File: src/jst_pkg.sv
package jst_pkg;

  localparam int SLOT_COUNT  = 16;
  localparam int MAX_RESULTS = 16;

  localparam int REQ_W   = 3;
  localparam int PID_W   = 22;
  localparam int STATE_W = 2;
  localparam int JID_W   = 8;
  localparam int IDX_W   = $clog2(SLOT_COUNT);
  localparam int CNT_W   = $clog2(MAX_RESULTS);

  // request kinds
  typedef enum logic [REQ_W-1:0] {
    REQ_ADD    = 3'd0,
    REQ_REMOVE = 3'd1,
    REQ_LOOKUP = 3'd2,
    REQ_STOP   = 3'd3,
    REQ_LIST   = 3'd4
  } req_t;

  // job states
  typedef enum logic [STATE_W-1:0] {
    JS_UNDEF = 2'd0,
    JS_FG    = 2'd1,
    JS_BG    = 2'd2,
    JS_STOP  = 2'd3
  } job_state_t;

  // what the output register loads
  typedef enum logic [2:0] {
    OSEL_NONE,
    OSEL_FAIL,
    OSEL_ADD,
    OSEL_SLOT,
    OSEL_STOP,
    OSEL_PEND_MORE,
    OSEL_PEND_LAST
  } osel_t;

  typedef enum logic [2:0] {
    CS_IDLE,
    CS_SCAN,
    CS_LIST,
    CS_MAX,
    CS_FLUSH
  } ctl_state_t;

  typedef struct packed {
    logic  load;
    logic  idx_clr;
    logic  idx_inc;
    logic  add_wr;
    logic  rm_wr;
    logic  stop_wr;
    logic  max_upd;
    logic  max_done;
    logic  pend_take;
    osel_t out_sel;
  } jst_cmd_t;

  typedef struct packed {
    logic bad;
    logic is_add;
    logic is_remove;
    logic is_list;
    logic is_stop;
    logic slot_free;
    logic slot_match;
    logic slot_fg;
    logic idx_last;
    logic cnt_last;
    logic pend_valid;
    logic out_free;
  } jst_sts_t;

endpackage

File: src/jst_if.sv
interface jst_req_if import jst_pkg::*; ();
  logic               valid;
  logic               ready;
  logic [REQ_W-1:0]   req_type;
  logic [PID_W-1:0]   proc_id;
  logic [STATE_W-1:0] new_state;

  modport source (output valid, req_type, proc_id, new_state, input ready);
  modport sink   (input valid, req_type, proc_id, new_state, output ready);
endinterface

interface jst_rsp_if import jst_pkg::*; ();
  logic               valid;
  logic               ready;
  logic               ok;
  logic [JID_W-1:0]   job_id;
  logic [STATE_W-1:0] job_state;
  logic [PID_W-1:0]   found_pid;
  logic               last;

  modport source (output valid, ok, job_id, job_state, found_pid, last, input ready);
  modport sink   (input valid, ok, job_id, job_state, found_pid, last, output ready);
endinterface

File: src/jst_datapath.sv
module jst_datapath import jst_pkg::*; (
  input  logic               clk,
  input  logic               rst_n,
  input  logic [REQ_W-1:0]   in_req_type,
  input  logic [PID_W-1:0]   in_proc_id,
  input  logic [STATE_W-1:0] in_new_state,
  input  jst_cmd_t           cmd,
  output jst_sts_t           sts,
  input  logic               out_ready,
  output logic               out_valid,
  output logic               out_ok,
  output logic [JID_W-1:0]   out_job_id,
  output logic [STATE_W-1:0] out_job_state,
  output logic [PID_W-1:0]   out_found_pid,
  output logic               out_last
);

  logic [PID_W-1:0]   slot_pid_r [SLOT_COUNT];
  logic [JID_W-1:0]   slot_jid_r [SLOT_COUNT];
  logic [STATE_W-1:0] slot_st_r  [SLOT_COUNT];
  logic [JID_W-1:0]   next_id_r;

  logic [REQ_W-1:0]   req_type_r;
  logic [PID_W-1:0]   req_pid_r;
  logic [STATE_W-1:0] req_nst_r;

  logic [IDX_W-1:0]   idx_r;
  logic [CNT_W-1:0]   cnt_r;
  logic [JID_W-1:0]   max_r;
  logic               pend_valid_r;
  logic [JID_W-1:0]   pend_jid_r;
  logic [PID_W-1:0]   pend_pid_r;

  logic               out_valid_r;
  logic               out_ok_r;
  logic [JID_W-1:0]   out_jid_r;
  logic [STATE_W-1:0] out_st_r;
  logic [PID_W-1:0]   out_pid_r;
  logic               out_last_r;

  logic [PID_W-1:0]   cur_pid;
  logic [JID_W-1:0]   cur_jid;
  logic [STATE_W-1:0] cur_st;
  logic [JID_W-1:0]   add_bump;
  logic [JID_W-1:0]   add_next;
  logic [JID_W-1:0]   max_nxt;
  logic [JID_W-1:0]   max_bump;

  assign cur_pid = slot_pid_r[idx_r];
  assign cur_jid = slot_jid_r[idx_r];
  assign cur_st  = slot_st_r[idx_r];

  // next id after an add: saturate, then wrap past the slot count
  assign add_bump = (next_id_r == '1) ? next_id_r : next_id_r + JID_W'(1);
  assign add_next = (add_bump > JID_W'(SLOT_COUNT)) ? JID_W'(1) : add_bump;

  // running maximum of the held job ids, saturating bump at the end
  assign max_nxt  = (cur_jid > max_r) ? cur_jid : max_r;
  assign max_bump = (max_nxt == '1) ? max_nxt : max_nxt + JID_W'(1);

  always_comb begin
    sts.is_add     = (req_type_r == REQ_ADD);
    sts.is_remove  = (req_type_r == REQ_REMOVE);
    sts.is_list    = (req_type_r == REQ_LIST);
    sts.is_stop    = (req_type_r == REQ_STOP);
    sts.bad        = (req_type_r > REQ_LIST) || (!sts.is_list && req_pid_r == '0);
    sts.slot_free  = (cur_pid == '0);
    sts.slot_match = (cur_pid == req_pid_r);
    sts.slot_fg    = (cur_st == JS_FG);
    sts.idx_last   = (idx_r == IDX_W'(SLOT_COUNT - 1));
    sts.cnt_last   = (cnt_r == CNT_W'(MAX_RESULTS - 1));
    sts.pend_valid = pend_valid_r;
    sts.out_free   = !out_valid_r || out_ready;
  end

  // slot table and next id
  always_ff @(posedge clk) begin
    if (!rst_n) begin
      for (int i = 0; i < SLOT_COUNT; i++) begin
        slot_pid_r[i] <= '0;
        slot_jid_r[i] <= '0;
        slot_st_r[i]  <= JS_UNDEF;
      end
      next_id_r <= JID_W'(1);
    end else begin
      if (cmd.add_wr) begin
        slot_pid_r[idx_r] <= req_pid_r;
        slot_jid_r[idx_r] <= next_id_r;
        slot_st_r[idx_r]  <= req_nst_r;
        next_id_r         <= add_next;
      end
      if (cmd.rm_wr) begin
        slot_pid_r[idx_r] <= '0;
        slot_jid_r[idx_r] <= '0;
        slot_st_r[idx_r]  <= JS_UNDEF;
      end
      if (cmd.stop_wr) begin
        slot_st_r[idx_r] <= JS_STOP;
      end
      if (cmd.max_done) begin
        next_id_r <= max_bump;
      end
    end
  end

  // request latch
  always_ff @(posedge clk) begin
    if (cmd.load) begin
      req_type_r <= in_req_type;
      req_pid_r  <= in_proc_id;
      req_nst_r  <= in_new_state;
    end
  end

  // scan index, max and listing state
  always_ff @(posedge clk) begin
    if (!rst_n) begin
      idx_r        <= '0;
      cnt_r        <= '0;
      max_r        <= '0;
      pend_valid_r <= 1'b0;
    end else begin
      if (cmd.load || cmd.idx_clr) begin
        idx_r <= '0;
      end else if (cmd.idx_inc) begin
        idx_r <= idx_r + IDX_W'(1);
      end
      if (cmd.load) begin
        cnt_r        <= '0;
        max_r        <= '0;
        pend_valid_r <= 1'b0;
      end else begin
        if (cmd.max_upd) begin
          max_r <= max_nxt;
        end
        if (cmd.pend_take) begin
          pend_valid_r <= 1'b1;
          cnt_r        <= cnt_r + CNT_W'(1);
        end
      end
    end
  end

  always_ff @(posedge clk) begin
    if (cmd.pend_take) begin
      pend_jid_r <= cur_jid;
      pend_pid_r <= cur_pid;
    end
  end

  // output register
  always_ff @(posedge clk) begin
    if (!rst_n) begin
      out_valid_r <= 1'b0;
    end else if (cmd.out_sel != OSEL_NONE) begin
      out_valid_r <= 1'b1;
    end else if (out_ready) begin
      out_valid_r <= 1'b0;
    end
  end

  always_ff @(posedge clk) begin
    unique case (cmd.out_sel)
      OSEL_NONE: begin
      end
      OSEL_FAIL: begin
        out_ok_r   <= 1'b0;
        out_jid_r  <= '0;
        out_st_r   <= JS_UNDEF;
        out_pid_r  <= '0;
        out_last_r <= 1'b1;
      end
      OSEL_ADD: begin
        out_ok_r   <= 1'b1;
        out_jid_r  <= next_id_r;
        out_st_r   <= req_nst_r;
        out_pid_r  <= req_pid_r;
        out_last_r <= 1'b1;
      end
      OSEL_SLOT: begin
        out_ok_r   <= 1'b1;
        out_jid_r  <= cur_jid;
        out_st_r   <= cur_st;
        out_pid_r  <= req_pid_r;
        out_last_r <= 1'b1;
      end
      OSEL_STOP: begin
        out_ok_r   <= 1'b1;
        out_jid_r  <= cur_jid;
        out_st_r   <= JS_STOP;
        out_pid_r  <= req_pid_r;
        out_last_r <= 1'b1;
      end
      OSEL_PEND_MORE: begin
        out_ok_r   <= 1'b1;
        out_jid_r  <= pend_jid_r;
        out_st_r   <= JS_FG;
        out_pid_r  <= pend_pid_r;
        out_last_r <= 1'b0;
      end
      OSEL_PEND_LAST: begin
        out_ok_r   <= 1'b1;
        out_jid_r  <= pend_jid_r;
        out_st_r   <= JS_FG;
        out_pid_r  <= pend_pid_r;
        out_last_r <= 1'b1;
      end
      default: begin
      end
    endcase
  end

  assign out_valid     = out_valid_r;
  assign out_ok        = out_ok_r;
  assign out_job_id    = out_jid_r;
  assign out_job_state = out_st_r;
  assign out_found_pid = out_pid_r;
  assign out_last      = out_last_r;

endmodule

File: src/jst_ctrl.sv
module jst_ctrl import jst_pkg::*; (
  input  logic     clk,
  input  logic     rst_n,
  input  logic     in_valid,
  output logic     in_ready,
  input  jst_sts_t sts,
  output jst_cmd_t cmd
);

  ctl_state_t state_r, state_nxt;
  logic       hit;

  always_ff @(posedge clk) begin
    if (!rst_n) begin
      state_r <= CS_IDLE;
    end else begin
      state_r <= state_nxt;
    end
  end

  assign hit = sts.is_add ? sts.slot_free : sts.slot_match;

  always_comb begin
    state_nxt   = state_r;
    cmd         = '0;
    cmd.out_sel = OSEL_NONE;
    in_ready    = 1'b0;

    unique case (state_r)
      CS_IDLE: begin
        in_ready = 1'b1;
        if (in_valid) begin
          cmd.load  = 1'b1;
          state_nxt = CS_SCAN;
        end
      end

      // single-result requests; also dispatches a listing
      CS_SCAN: begin
        if (sts.bad) begin
          if (sts.out_free) begin
            cmd.out_sel = OSEL_FAIL;
            state_nxt   = CS_IDLE;
          end
        end else if (sts.is_list) begin
          state_nxt = CS_LIST;
        end else if (hit) begin
          if (sts.out_free) begin
            state_nxt = CS_IDLE;
            priority if (sts.is_add) begin
              cmd.add_wr  = 1'b1;
              cmd.out_sel = OSEL_ADD;
            end else if (sts.is_remove) begin
              cmd.rm_wr   = 1'b1;
              cmd.idx_clr = 1'b1;
              cmd.out_sel = OSEL_SLOT;
              state_nxt   = CS_MAX;
            end else if (sts.is_stop) begin
              // mark stopped rewrites the state and reports it as stopped
              cmd.stop_wr = 1'b1;
              cmd.out_sel = OSEL_STOP;
            end else begin
              cmd.out_sel = OSEL_SLOT;
            end
          end
        end else if (sts.idx_last) begin
          if (sts.out_free) begin
            cmd.out_sel = OSEL_FAIL;
            state_nxt   = CS_IDLE;
          end
        end else begin
          cmd.idx_inc = 1'b1;
        end
      end

      CS_LIST: begin
        if (sts.slot_fg) begin
          if (!sts.pend_valid || sts.out_free) begin
            if (sts.pend_valid) begin
              cmd.out_sel = OSEL_PEND_MORE;
            end
            cmd.pend_take = 1'b1;
            if (sts.cnt_last || sts.idx_last) begin
              state_nxt = CS_FLUSH;
            end else begin
              cmd.idx_inc = 1'b1;
            end
          end
        end else if (sts.idx_last) begin
          state_nxt = CS_FLUSH;
        end else begin
          cmd.idx_inc = 1'b1;
        end
      end

      CS_FLUSH: begin
        if (sts.out_free) begin
          cmd.out_sel = sts.pend_valid ? OSEL_PEND_LAST : OSEL_FAIL;
          state_nxt   = CS_IDLE;
        end
      end

      CS_MAX: begin
        cmd.max_upd = 1'b1;
        if (sts.idx_last) begin
          cmd.max_done = 1'b1;
          state_nxt    = CS_IDLE;
        end else begin
          cmd.idx_inc = 1'b1;
        end
      end

      default: begin
        state_nxt = CS_IDLE;
      end
    endcase
  end

endmodule

File: src/job_slot_table.sv
// job_slot_table: a table of SLOT_COUNT job slots keyed by process id. Each
// request (add, remove, lookup, mark stopped, list foreground) is taken only
// while the block is idle and is worked by one shared compare unit that
// reads one slot per cycle, so the work follows the slot walk: add, lookup
// and mark stopped end at the first free or matching slot, or with a
// not-found result after the last slot; remove adds a second full walk of
// the slots to rebuild the next job id from the largest id still held;
// list foreground walks all slots and gives one result per foreground
// slot, the final one marked last, or a single not-found result. A result
// waits in the output register while the table work goes on; the walk
// stalls only when a new result is ready and the previous one has not
// yet been taken.
module job_slot_table import jst_pkg::*; (
  input logic       clk,
  input logic       rst_n,
  jst_req_if.sink   in_req,
  jst_rsp_if.source out_rsp
);

  // command and status between the sequencer and the table datapath
  jst_cmd_t cmd;
  jst_sts_t sts;

  // sequencer: one slot per cycle unless a waiting result stalls it, one request at a time
  jst_ctrl u_ctrl (
    .clk      (clk),
    .rst_n    (rst_n),
    .in_valid (in_req.valid),
    .in_ready (in_req.ready),
    .sts      (sts),
    .cmd      (cmd)
  );

  // slot table, request latch, scan index, listing buffer, result register
  jst_datapath u_datapath (
    .clk           (clk),
    .rst_n         (rst_n),
    .in_req_type   (in_req.req_type),
    .in_proc_id    (in_req.proc_id),
    .in_new_state  (in_req.new_state),
    .cmd           (cmd),
    .sts           (sts),
    .out_ready     (out_rsp.ready),
    .out_valid     (out_rsp.valid),
    .out_ok        (out_rsp.ok),
    .out_job_id    (out_rsp.job_id),
    .out_job_state (out_rsp.job_state),
    .out_found_pid (out_rsp.found_pid),
    .out_last      (out_rsp.last)
  );

endmodule

File: src/flat_wrapper.sv
// flat-port wrapper written by rule: the top's interface ports become plain ports
module job_slot_table_flat import jst_pkg::*;
  (clk, rst_n, in_req_valid, in_req_req_type, in_req_proc_id, in_req_new_state, in_req_ready, out_rsp_valid, out_rsp_ok, out_rsp_job_id, out_rsp_job_state, out_rsp_found_pid, out_rsp_last, out_rsp_ready);
  jst_req_if in_req_i ();
  jst_rsp_if out_rsp_i ();
  input logic clk;
  input logic rst_n;
  input wire logic [$bits(in_req_i.valid)-1:0] in_req_valid;
  input wire logic [$bits(in_req_i.req_type)-1:0] in_req_req_type;
  input wire logic [$bits(in_req_i.proc_id)-1:0] in_req_proc_id;
  input wire logic [$bits(in_req_i.new_state)-1:0] in_req_new_state;
  output wire logic [$bits(in_req_i.ready)-1:0] in_req_ready;
  output wire logic [$bits(out_rsp_i.valid)-1:0] out_rsp_valid;
  output wire logic [$bits(out_rsp_i.ok)-1:0] out_rsp_ok;
  output wire logic [$bits(out_rsp_i.job_id)-1:0] out_rsp_job_id;
  output wire logic [$bits(out_rsp_i.job_state)-1:0] out_rsp_job_state;
  output wire logic [$bits(out_rsp_i.found_pid)-1:0] out_rsp_found_pid;
  output wire logic [$bits(out_rsp_i.last)-1:0] out_rsp_last;
  input wire logic [$bits(out_rsp_i.ready)-1:0] out_rsp_ready;
  assign in_req_i.valid = in_req_valid;
  assign in_req_i.req_type = in_req_req_type;
  assign in_req_i.proc_id = in_req_proc_id;
  assign in_req_i.new_state = in_req_new_state;
  assign in_req_ready = in_req_i.ready;
  assign out_rsp_valid = out_rsp_i.valid;
  assign out_rsp_ok = out_rsp_i.ok;
  assign out_rsp_job_id = out_rsp_i.job_id;
  assign out_rsp_job_state = out_rsp_i.job_state;
  assign out_rsp_found_pid = out_rsp_i.found_pid;
  assign out_rsp_last = out_rsp_i.last;
  assign out_rsp_i.ready = out_rsp_ready;
  job_slot_table u_core (.clk(clk), .rst_n(rst_n), .in_req(in_req_i), .out_rsp(out_rsp_i));
endmodule
File: config.mk
export PLATFORM = sky130hd
export DESIGN_NAME = job_slot_table_flat
export DESIGN_NICKNAME = d
export VERILOG_FILES = /design/src/jst_pkg.sv /design/src/jst_if.sv /design/src/jst_datapath.sv /design/src/jst_ctrl.sv /design/src/job_slot_table.sv /design/src/flat_wrapper.sv
export SDC_FILE = /design/constraint.sdc
export NUM_CORES = 1
export LEC_CHECK = 0
export BUFFER_PORTS_ARGS = -buffer_cell sky130_fd_sc_hd__buf_2
export CAP_MARGIN = 5
export CORE_MARGIN = 2
export CORE_UTILIZATION = 30
export DETAILED_ROUTE_END_ITERATION = 7
export PLACE_DENSITY = 0.53
export SLEW_MARGIN = 10
export SYNTH_ARGS = -nofsm -noshare
export SYNTH_HDL_FRONTEND = slang
export SYNTH_HIERARCHICAL = 1
export SYNTH_SLANG_ARGS = --single-unit
File: constraint.sdc
create_clock -name clk -period 13.7 [get_ports clk]
set_input_delay 0.685 -clock clk [delete_from_list [all_inputs] [get_ports clk]]
set_output_delay 0.685 -clock clk [all_outputs]
set_load 0.005 [all_outputs]
# After elaboration in Yosys (flattened, before gate mapping)
# Memory sizes are Yosys's and may differ from the RTL's. A register that Yosys moved wholly into a read port is not among the register bits.
# Index checks and enable logic that the tools add are counted.
[word_totals]
reg_bits = 120
ram_bits = 512
in_bits = 31
elab_cells = 189
memories = 3
[memory_table]
columns = ["memory", "depth", "word_bits", "read_ports", "rd_ports_with_merged_regs", "wr", "line", "source"]
rows = [
  ["u_core.u_datapath.slot_pid_r", 16, 22, 1, 1, 16, "jst_datapath.sv:18", "logic [PID_W-1:0] slot_pid_r [SLOT_COUNT];"],
  ["u_core.u_datapath.slot_jid_r", 16, 8, 1, 1, 16, "jst_datapath.sv:19", "logic [JID_W-1:0] slot_jid_r [SLOT_COUNT];"],
  ["u_core.u_datapath.slot_st_r", 16, 2, 1, 1, 16, "jst_datapath.sv:20", "logic [STATE_W-1:0] slot_st_r [SLOT_COUNT];"],
]
[op_classes]
n_addsub = 4
order_cmp = 3
n_eq_ne = 26
muxes = 99
n_bitwise = 5
reduce_logical = 32
[ops]
columns = ["operator", "n"]
rows = [
  ["$mux W3", 26],
  ["$pmux W22 S3", 1],
  ["$mux W8", 8],
  ["$logic_not A22 Y1", 2],
  ["$mux W22", 2],
  ["$mux W4", 11],
  ["$mux W1", 35],
  ["$pmux W8 S4", 1],
  ["$eq A22 B22 Y1", 1],
  ["$reduce_or A22 Y1", 1],
  ["$add A8 B1 Y8 const B", 2],
  ["$eq A8 B8 Y1 const B", 2],
  ["$eq A3 B2 Y1 const B", 5],
  ["$eq A3 B3 Y1 const B", 5],
  ["$pmux W3 S5", 1],
  ["$mux W2", 7],
  ["$mux W5", 2],
  ["$ne A5 B3 Y1 const B", 2],
  ["$pmux W2 S5", 1],
  ["$reduce_or A2 Y1", 5],
  ["$reduce_or A5 Y1", 2],
  ["$eq A3 B1 Y1 const B", 3],
  ["$pmux W3 S3", 1],
  ["$add A4 B1 Y4 const B", 2],
  ["other kinds (23)", 41],
]

# Depth between registers and ports, before layout
# Gate-level depths: netlist of run 1.
[depth]
word_depth = 16
depth_mapped = 20
mapped_depth_nobuf = 15

# Hierarchy
# Netlist of run 1, hierarchy kept.
[by_module_without_submodules]
columns = ["module", "instances", "cells_per_inst", "area_each_um2", "seq_area_each_um2"]
rows = [
  ["jst_datapath", 1, 1905, 27527.7, 18707.9],
  ["jst_ctrl", 1, 73, 521.8, 60.1],
]

# Worst setup path before layout of run 1
# Ideal clock, no wire load.
[synth_timing]
path_type = "flip-flop to flip-flop"
from = "register with a tool-made name"
to = "register u_core.u_datapath.cnt_r[3]"
t_arrival_ns = 6.532
setup_slack_ns = 7.040
stages_incl_launch_ff = 13
n_path_buf = 4
cell_sequence = "dfxtp_1 -> buf_4 -> buf_2 -> clkbuf_1 -> buf_1 -> mux4_2 -> mux4_2 -> nor2b_1 -> inv_1 -> nor4_1 -> nand4_1 -> xor2_1 -> nor2_1"
[synth_rtl]
columns = ["item", "line", "source"]
rows = [
  ["to (signal assigned)", "jst_datapath.sv:138", "cnt_r <= cnt_r + CNT_W'(1);"],
  ["to (decl)", "jst_datapath.sv:28", "logic [CNT_W-1:0] cnt_r;"],
]

==> results of run 1 <==
[state kept, by name (all words and copies together), names as in the netlist, 3 cells and up, named ones only]
| register | flops |
|---|---|
| u_core/u_datapath/slot_pid_r | 352 |
| u_core/u_datapath/slot_jid_r | 128 |
| u_core/u_datapath/slot_st_r | 32 |
| u_core/u_datapath/out_found_pid | 22 |
| u_core/u_datapath/pend_pid_r | 22 |
| u_core/u_datapath/req_pid_r | 22 |
| u_core/u_datapath/max_r | 8 |
| u_core/u_datapath/next_id_r | 8 |
| u_core/u_datapath/out_job_id | 8 |
| u_core/u_datapath/pend_jid_r | 8 |
| u_core/u_datapath/cnt_r | 4 |
| u_core/u_datapath/idx_r | 4 |
| u_core/u_ctrl/state_r | 3 |
| u_core/u_datapath/req_type_r | 3 |
[per-stage QoR]
step / utilization, % / hold slack [ns]
2_1_floorplan: - / 0.442
3_3_place_gp: 31.8 / 0.480
3_5_place_dp: 31.8 / 0.494
4_1_cts: 34.2 / 0.220
5_1_grt: 34.2 / 0.238
6_report: 34.2 / 0.252
[cell type report]
cell class / count / area [um^2] / share of cell area (%)
sequential: 636 / 18800 / 59.1
multi-input combinational: 1170 / 8600 / 27.1
clock buffer: 84 / 1800 / 5.68
tap: 1254 / 1570 / 4.94
timing repair buffer: 102 / 613 / 1.93
clock inverter: 32 / 345 / 1.09
inverter: 19 / 71.3 / 0.224
[how the worst max path moves through the flow]
stage / end / depth (start not counted) / slack [ns] / startpoint
floorplan: u_core/u_datapath/cnt_r[3] / 12 / 7.04 / flip-flop
global placement: u_core/u_datapath/slot_pid_r[11][16] / 14 / 5.05 / flip-flop
detailed placement: u_core/u_datapath/slot_pid_r[11][16] / 14 / 4.80 / flip-flop
CTS: u_core/u_datapath/slot_pid_r[11][1] / 14 / 4.80 / flip-flop
global route: u_core/u_datapath/slot_jid_r[11][5] / 14 / 4.35 / flip-flop
finish: u_core/u_datapath/slot_jid_r[11][3] / 14 / 4.72 / flip-flop
[cell usage after synthesis (7+ instances only)]
cell	count	area [um^2]
a21oi_1	39	195
a22o_1	22	193
a22oi_1	15	113
and2_1	10	62.6
and3_1	7	43.8
buf_4	8	60.1
buf_6	11	124
clkbuf_1	123	462
dfxtp_1	33	661
edfxtp_1	603	18100
ha_1	14	175
inv_1	19	71.3
mux2i_1	22	220
mux4_2	151	3400
nand2_1	119	447
nand2b_1	7	43.8
nand3_1	20	100
nand4_1	10	62.6
nor2_1	559	2100
nor2b_1	13	81.3
nor3_1	16	80.1
nor4_1	15	93.8
o21a_1	8	60.1
o21ai_0	13	65.1
o22ai_1	8	50.1
xnor2_1	8	70.1
xor2_1	23	201
[worst max-delay path, cell delays in order (launching register included)]
cell and delay (ns):
dfxtp_4 0.98, buf_4 0.73, mux4_2 0.40, mux4_2 0.56, xor2_1 0.17, nor4_1 0.39, nand4_1 0.16, nor4_2 0.42
mux2i_1 0.27, or4_4 0.59, nor4b_1 0.97, nor2_1 0.12, nor2_1 0.53, nand3_2 0.96, nand2_2 1.21
[power breakdown]
part | internal (uW) | switching [uW]
Clock | 1060 | 742
Sequential | 2200 | 40.7
Combinational | 86.6 | 149
[per-layer routing]
metal	vias up	global-route usage (%)	wire [um]
met2	778	29.6	41400
li1	7355	-	-
met4	0	5.76	2140
met3	122	2.55	5950
met1	8854	22.0	32100
met5	-	0	0
[logic make-up after synthesis]
| family | after synthesis |
|---|---|
| AOI/OAI and AO/OA | 140 |
| xor gates and xnor gates | 31 |
| adders and majority gates | 14 |
| buffers and inverters | 172 |
| DFF | 636 |
| muxes | 179 |
| and+or+nand+nor | 806 |
==> run summary, run 1 <==
status - complete, no violations
Placed Area - 29,600 um^2
# hold bufs at CTS - 0
share of cells above drive strength 1 - 19.6%
DRC marker count from the first detailed-route iteration - 1,886
Clk pin slew, worst setup/hold paths - 0.06 ns
DR vias/cell - 5.19
Routed WL per cell - 24.7 um
commonest cells after routing, fill and taps aside - 603 x edfxtp_1, 556 x nor2_1, 151 x mux4_2, 101 x nand2_1, 70 x clkbuf_16
TritonCTS buffer count - 66
syn_area_per_cell - 14.2 um^2
# rows - 112
max capacitance violation total - 0
Area Growth Syn to Fin - 13.3%
total number of vias - 17,109
IO Count - 67
Layout fillers - 9,021
H-tree depth - 3
final hold vios - 0
worst vdd ir - 0.0998 mV
setup repair bufs after CTS - 0
reg-to-reg slack, setup - 4.72 ns
Pwr per Cell Area - 135 nW/um^2
Post-synth ARST share - 0%
number of synthesized flops with an enable pin - 603
vias in the first global route - 17,057
Die Height - 310 um
Buffers on Ports - 66
final instance area - 31,800 um^2
RSZ-0062 raised after global routing - false
Ys Warns - 6
hold_sp - in_req_proc_id[1]
CP startpoint kind - flip-flop
Setup Crit Path Kind - flip-flop to flip-flop
WP data required - 13.92 ns
worst hold path class - input port to flip-flop
CTS root buf - clkbuf_16
Bufs on Longest Clock Path - 3
FMAX - 111 MHz
Sink Count - 636
largest family of logic cells by synthesized area - multiplexers
largest net degree at the start of global routing - 108
most frequently used flop master after synthesis - edfxtp_1
complex-gate fraction of the synthesized area - 3.49%
post-synthesis mux area share - 13.3%
Synth Register Bits - 636
fin nets - 2,040
Final Instance Count excl. Fillers - 3,297
# setup viols final - 0
post-synthesis simple-gate area fraction - 12.0%
GRT overflow - 0
crit share post-route - 65.6%
Routed WL - 81.6 mm
Unique masters post-synth - 69
post-synthesis cell area - 28,000 um^2
Crit. End Element - flip-flop
max-slew violation count - 0
TritonRoute pass-1 iters - 5
commonest non-fill, non-tap cell in the layout - edfxtp_1
Leak - 0.0104 uW
Sum Neg Setup Slack - 0 ns
r2r endpoint - u_core/u_datapath/slot_jid_r[11][3]
Initial Util - 30.1%
final setup margin - 4.72 ns
Synth Area in Adders - 0.624%
placed cells - 3,181
CP arrival - 9.20 ns
remaining routing DRC violations - 0
Die Span X - 310 um
R2R depth - 14
core area - 93,000 um^2
slew at the pin closest to its max-slew limit - 1.18 ns
die area - 96,000 um^2
GRT Resource Usage Total - 17.1%
post-CTS sizing - 0
CTS tree - yes
Rel. slew slack - 20.8%
antenna violations before repair - 0
WHS Endpoint - u_core/u_datapath/req_pid_r[1]
sequential fraction of the synthesis area - 66.9%
Post-DP HPWL - 47.3 mm
worst-path maximum fanout - 63
# diodes - 0
Tmin final - 8.98 ns
Syn Inst Count - 1,978
placer congestion estimate - 0.829
first-pass GRT wire length - 118 mm
post-place setup slack - 4.80 ns
xor-xnor portion of the synthesized cell area - 0.968%
worst skew pair latency - 0.62 ns
clk_skew - 0.0334 ns
hold depth - 1
antenna viol nets, final - 0
Final Power - 4280 uW
Net Count, Synth - 2,023
Power figures use the tool's default switching activity.
==> run 2: changes to the inputs <==
Settings changed: ABC_AREA set to 1, PLACE_DENSITY 0.53 to 0.55.
Clock period 13.7 ns to 7.25 ns, I/O delays scaled along.
==> run 2 against run 1 <==
  * Design area rose by 4.2%
  * Maximum frequency rose by 38%
  * Critical path type unchanged
  * Clock skew fell by 0.0014 ns
  * Die area rose by 4.6%
==> run summary, run 2 <==
CP startpoint kind - flip-flop
Crit. End Element - flip-flop
Leak - 0.0126 uW
Yosys top cell area share - 61.7%
TritonCTS buffer count - 68
CTS root buf - clkbuf_16
CP Buf/Inv Count - 5
Net Count, Synth - 3,018
GRT Resource Usage Total - 18.9%
core area - 96,900 um^2
Regs by FF count - u_core/u_datapath/slot_pid_r (352), u_core/u_datapath/slot_jid_r (128), u_core/u_datapath/slot_st_r (32)
Die Span X - 317 um
status - complete, no violations
first-pass GRT wire length - 140 mm
Post-DP HPWL - 55.4 mm
die area - 100,000 um^2
count leader, synth - nor2_1
Synth area leaders - edfxtp_1 62%, nor2_1 11%, nand2_1 5.6%, o21ai_0 3.7%, nand3_1 3.3%
Bufs on Longest Clock Path - 3
Syn Inst Count - 2,973
leading area contributor after synthesis - edfxtp_1
worst hold path class - input port to flip-flop
max-slew violation count - 0
Tmin final - 6.52 ns
Synth Register Bits - 636
# diodes - 0
share of cells above drive strength 1 - 9.60%
commonest non-fill, non-tap cell in the layout - nor2_1
FMAX - 153 MHz
met3 GRT Util - 2.99%
Setup Crit Path Kind - flip-flop to flip-flop
crit share post-route - 89.9%
GR peak layer - met2
number of synthesized flops with an enable pin - 603
Sink Count - 636
Final Instance Count excl. Fillers - 4,298
worst-path maximum fanout - 134
vias in the first global route - 20,731
remaining routing DRC violations - 0
worst skew pair latency - 0.62 ns
fin nets - 3,020
DRC marker count from the first detailed-route iteration - 2,488
antenna viol nets, final - 0
Rel. slew slack - 17.9%
most frequently used flop master after synthesis - edfxtp_1
Routed WL - 95.5 mm
# setup viols final - 0
TritonRoute pass-1 iters - 5
CP Cell Sequence - inv_8, buf_4, nor2_1, nor2_1, o21ai_0, o211ai_1, nand3_1, nand2_1, nor2_1, nand2_1, nor3_1, nand3_1, nor2_1, nand2_1, nor4_1, inv_1, o21ai_2, buf_4, nand3_2, buf_4, nand2_2
max reg flops - 352
# rows - 114
Sum Neg Setup Slack - 0 ns
Top reg by flops - u_core/u_datapath/slot_pid_r
Ys Warns - 6
post-synthesis cell area - 29,300 um^2
Routed WL per cell - 22.2 um
final hold vios - 0
clk_skew - 0.0320 ns
Worst path slowest cell - nand2_2
Pwr per Cell Area - 306 nW/um^2
Buffers on Ports - 66
worst vdd ir - 0.167 mV
syn_area_per_cell - 9.87 um^2
commonest cells in the synthesized netlist - 822 x nor2_1, 603 x edfxtp_1, 436 x nand2_1
cell family with most CP delay - simple AND/OR/NAND/NOR gates
met1 Use GR - 26.4%
placer congestion estimate - 0.896
CP dominant cell by count - nor2_1
sequential fraction of the synthesis area - 63.9%
IO Count - 67
slew at the pin closest to its max-slew limit - 1.23 ns
max capacitance violation total - 0
met2 Track Usage GR - 30.3%
Area Growth Syn to Fin - 12.8%
antenna violations before repair - 2
CP arrival - 6.73 ns
placed cells - 4,154
WP data required - 7.47 ns
CTS tree - yes
H-tree depth - 3
Unique masters post-synth - 41
Post-synth ARST share - 0%
Initial Util - 30.3%
GRT overflow - 0
reg-to-reg slack, setup - 0.73 ns
Max stage delay on crit path - 0.94 ns
commonest cells after routing, fill and taps aside - 821 x nor2_1, 603 x edfxtp_1, 418 x nand2_1, 219 x o21ai_0, 177 x nand3_1
RSZ-0062 raised after global routing - false
Clk pin slew, worst setup/hold paths - 0.06 ns
largest net degree at the start of global routing - 157
DR vias/cell - 5.16
Die Height - 317 um
total number of vias - 22,193
-- run 2: kinds of logic after synthesis --
logic type	count (synthesis)	synth area share (%)
AND/OR/NAND/NOR	1521	20.9
flip-flops	636	63.9
AO/OA/AOI/OAI	411	8.21
buffers and inverters	376	5.93
XOR/XNOR	15	0.448
adder cells (fa/ha/maj)	14	0.597
-- run 2: power by group --
group,internal (uW),switching (uW)
registers,4280,206
logic,602,1650
clock network,1940,1450
total,6820,3310
-- run 2: worst paths after layout --
| kind | cells after the start | to | start |
|---|---|---|---|
| max | 21 | u_core/u_datapath/slot_jid_r[4][4] | flip-flop |
| min | 6 | u_core/u_datapath/cnt_r[0] | in_req_valid |
| max reg2reg | 21 | u_core/u_datapath/slot_jid_r[4][4] | flip-flop |
| min reg2reg | 1 | u_core/u_datapath/cnt_r[0] | u_core/u_datapath/cnt_r[0] |
-- run 2: metal layers --
metal	up-vias	routed length, um
li1	10087	-
met2	1001	44300
met4	2	2560
met5	-	13
met1	10947	40800
met3	156	7770
-- run 2: stage by stage --
| step | total power (uW) | util [%] | instance area (um^2) | hold slack, ns | worst slack [ns] |
|---|---|---|---|---|---|
| finish | 10100 | 34.2 | 33100 | 0.331 | 0.735 |
| global route | 10600 | 34.2 | 33100 | 0.400 | 0.251 |
| CTS | 10200 | 34.2 | 33100 | 0.318 | 0.691 |
| detailed placement | 6800 | 31.7 | 30700 | 0.489 | 0.745 |
| global placement | 6790 | 31.7 | 30700 | 0.493 | 0.965 |
| floorplan | 6120 | - | 29300 | 0.454 | 2.16 |
-- run 2: timing repair --
item,CTS,global route
endpoints found under the hold margin,27,0
hold buffers,27,0
buffers inserted,0,0
endpoints found under the setup margin,0,3
gates resized for setup,0,1
-- run 2: worst reg2reg max path, cell delays in order, from the launching register on --
cell and delay (ns):
dfxtp_4 0.78, inv_8 0.44, buf_4 0.45, nor2_1 0.18, nor2_1 0.05, o21ai_0 0.11
o211ai_1 0.11, nand3_1 0.15, nand2_1 0.10, nor2_1 0.22, nand2_1 0.09, nor3_1 0.19
nand3_1 0.14, nor2_1 0.33, nand2_1 0.22, nor4_1 0.44, inv_1 0.11, o21ai_2 0.33
buf_4 0.30, nand3_2 0.08, buf_4 0.34, nand2_2 0.95
-- run 2: cell type report --
class,count,area (um^2)
multi-input combinational,1961,9000
tap,1276,1600
inverter,168,639
timing repair buffer,140,991
fill,9719,63700
clock buffer,91,1850
clock inverter,26,249
sequential,636,18800
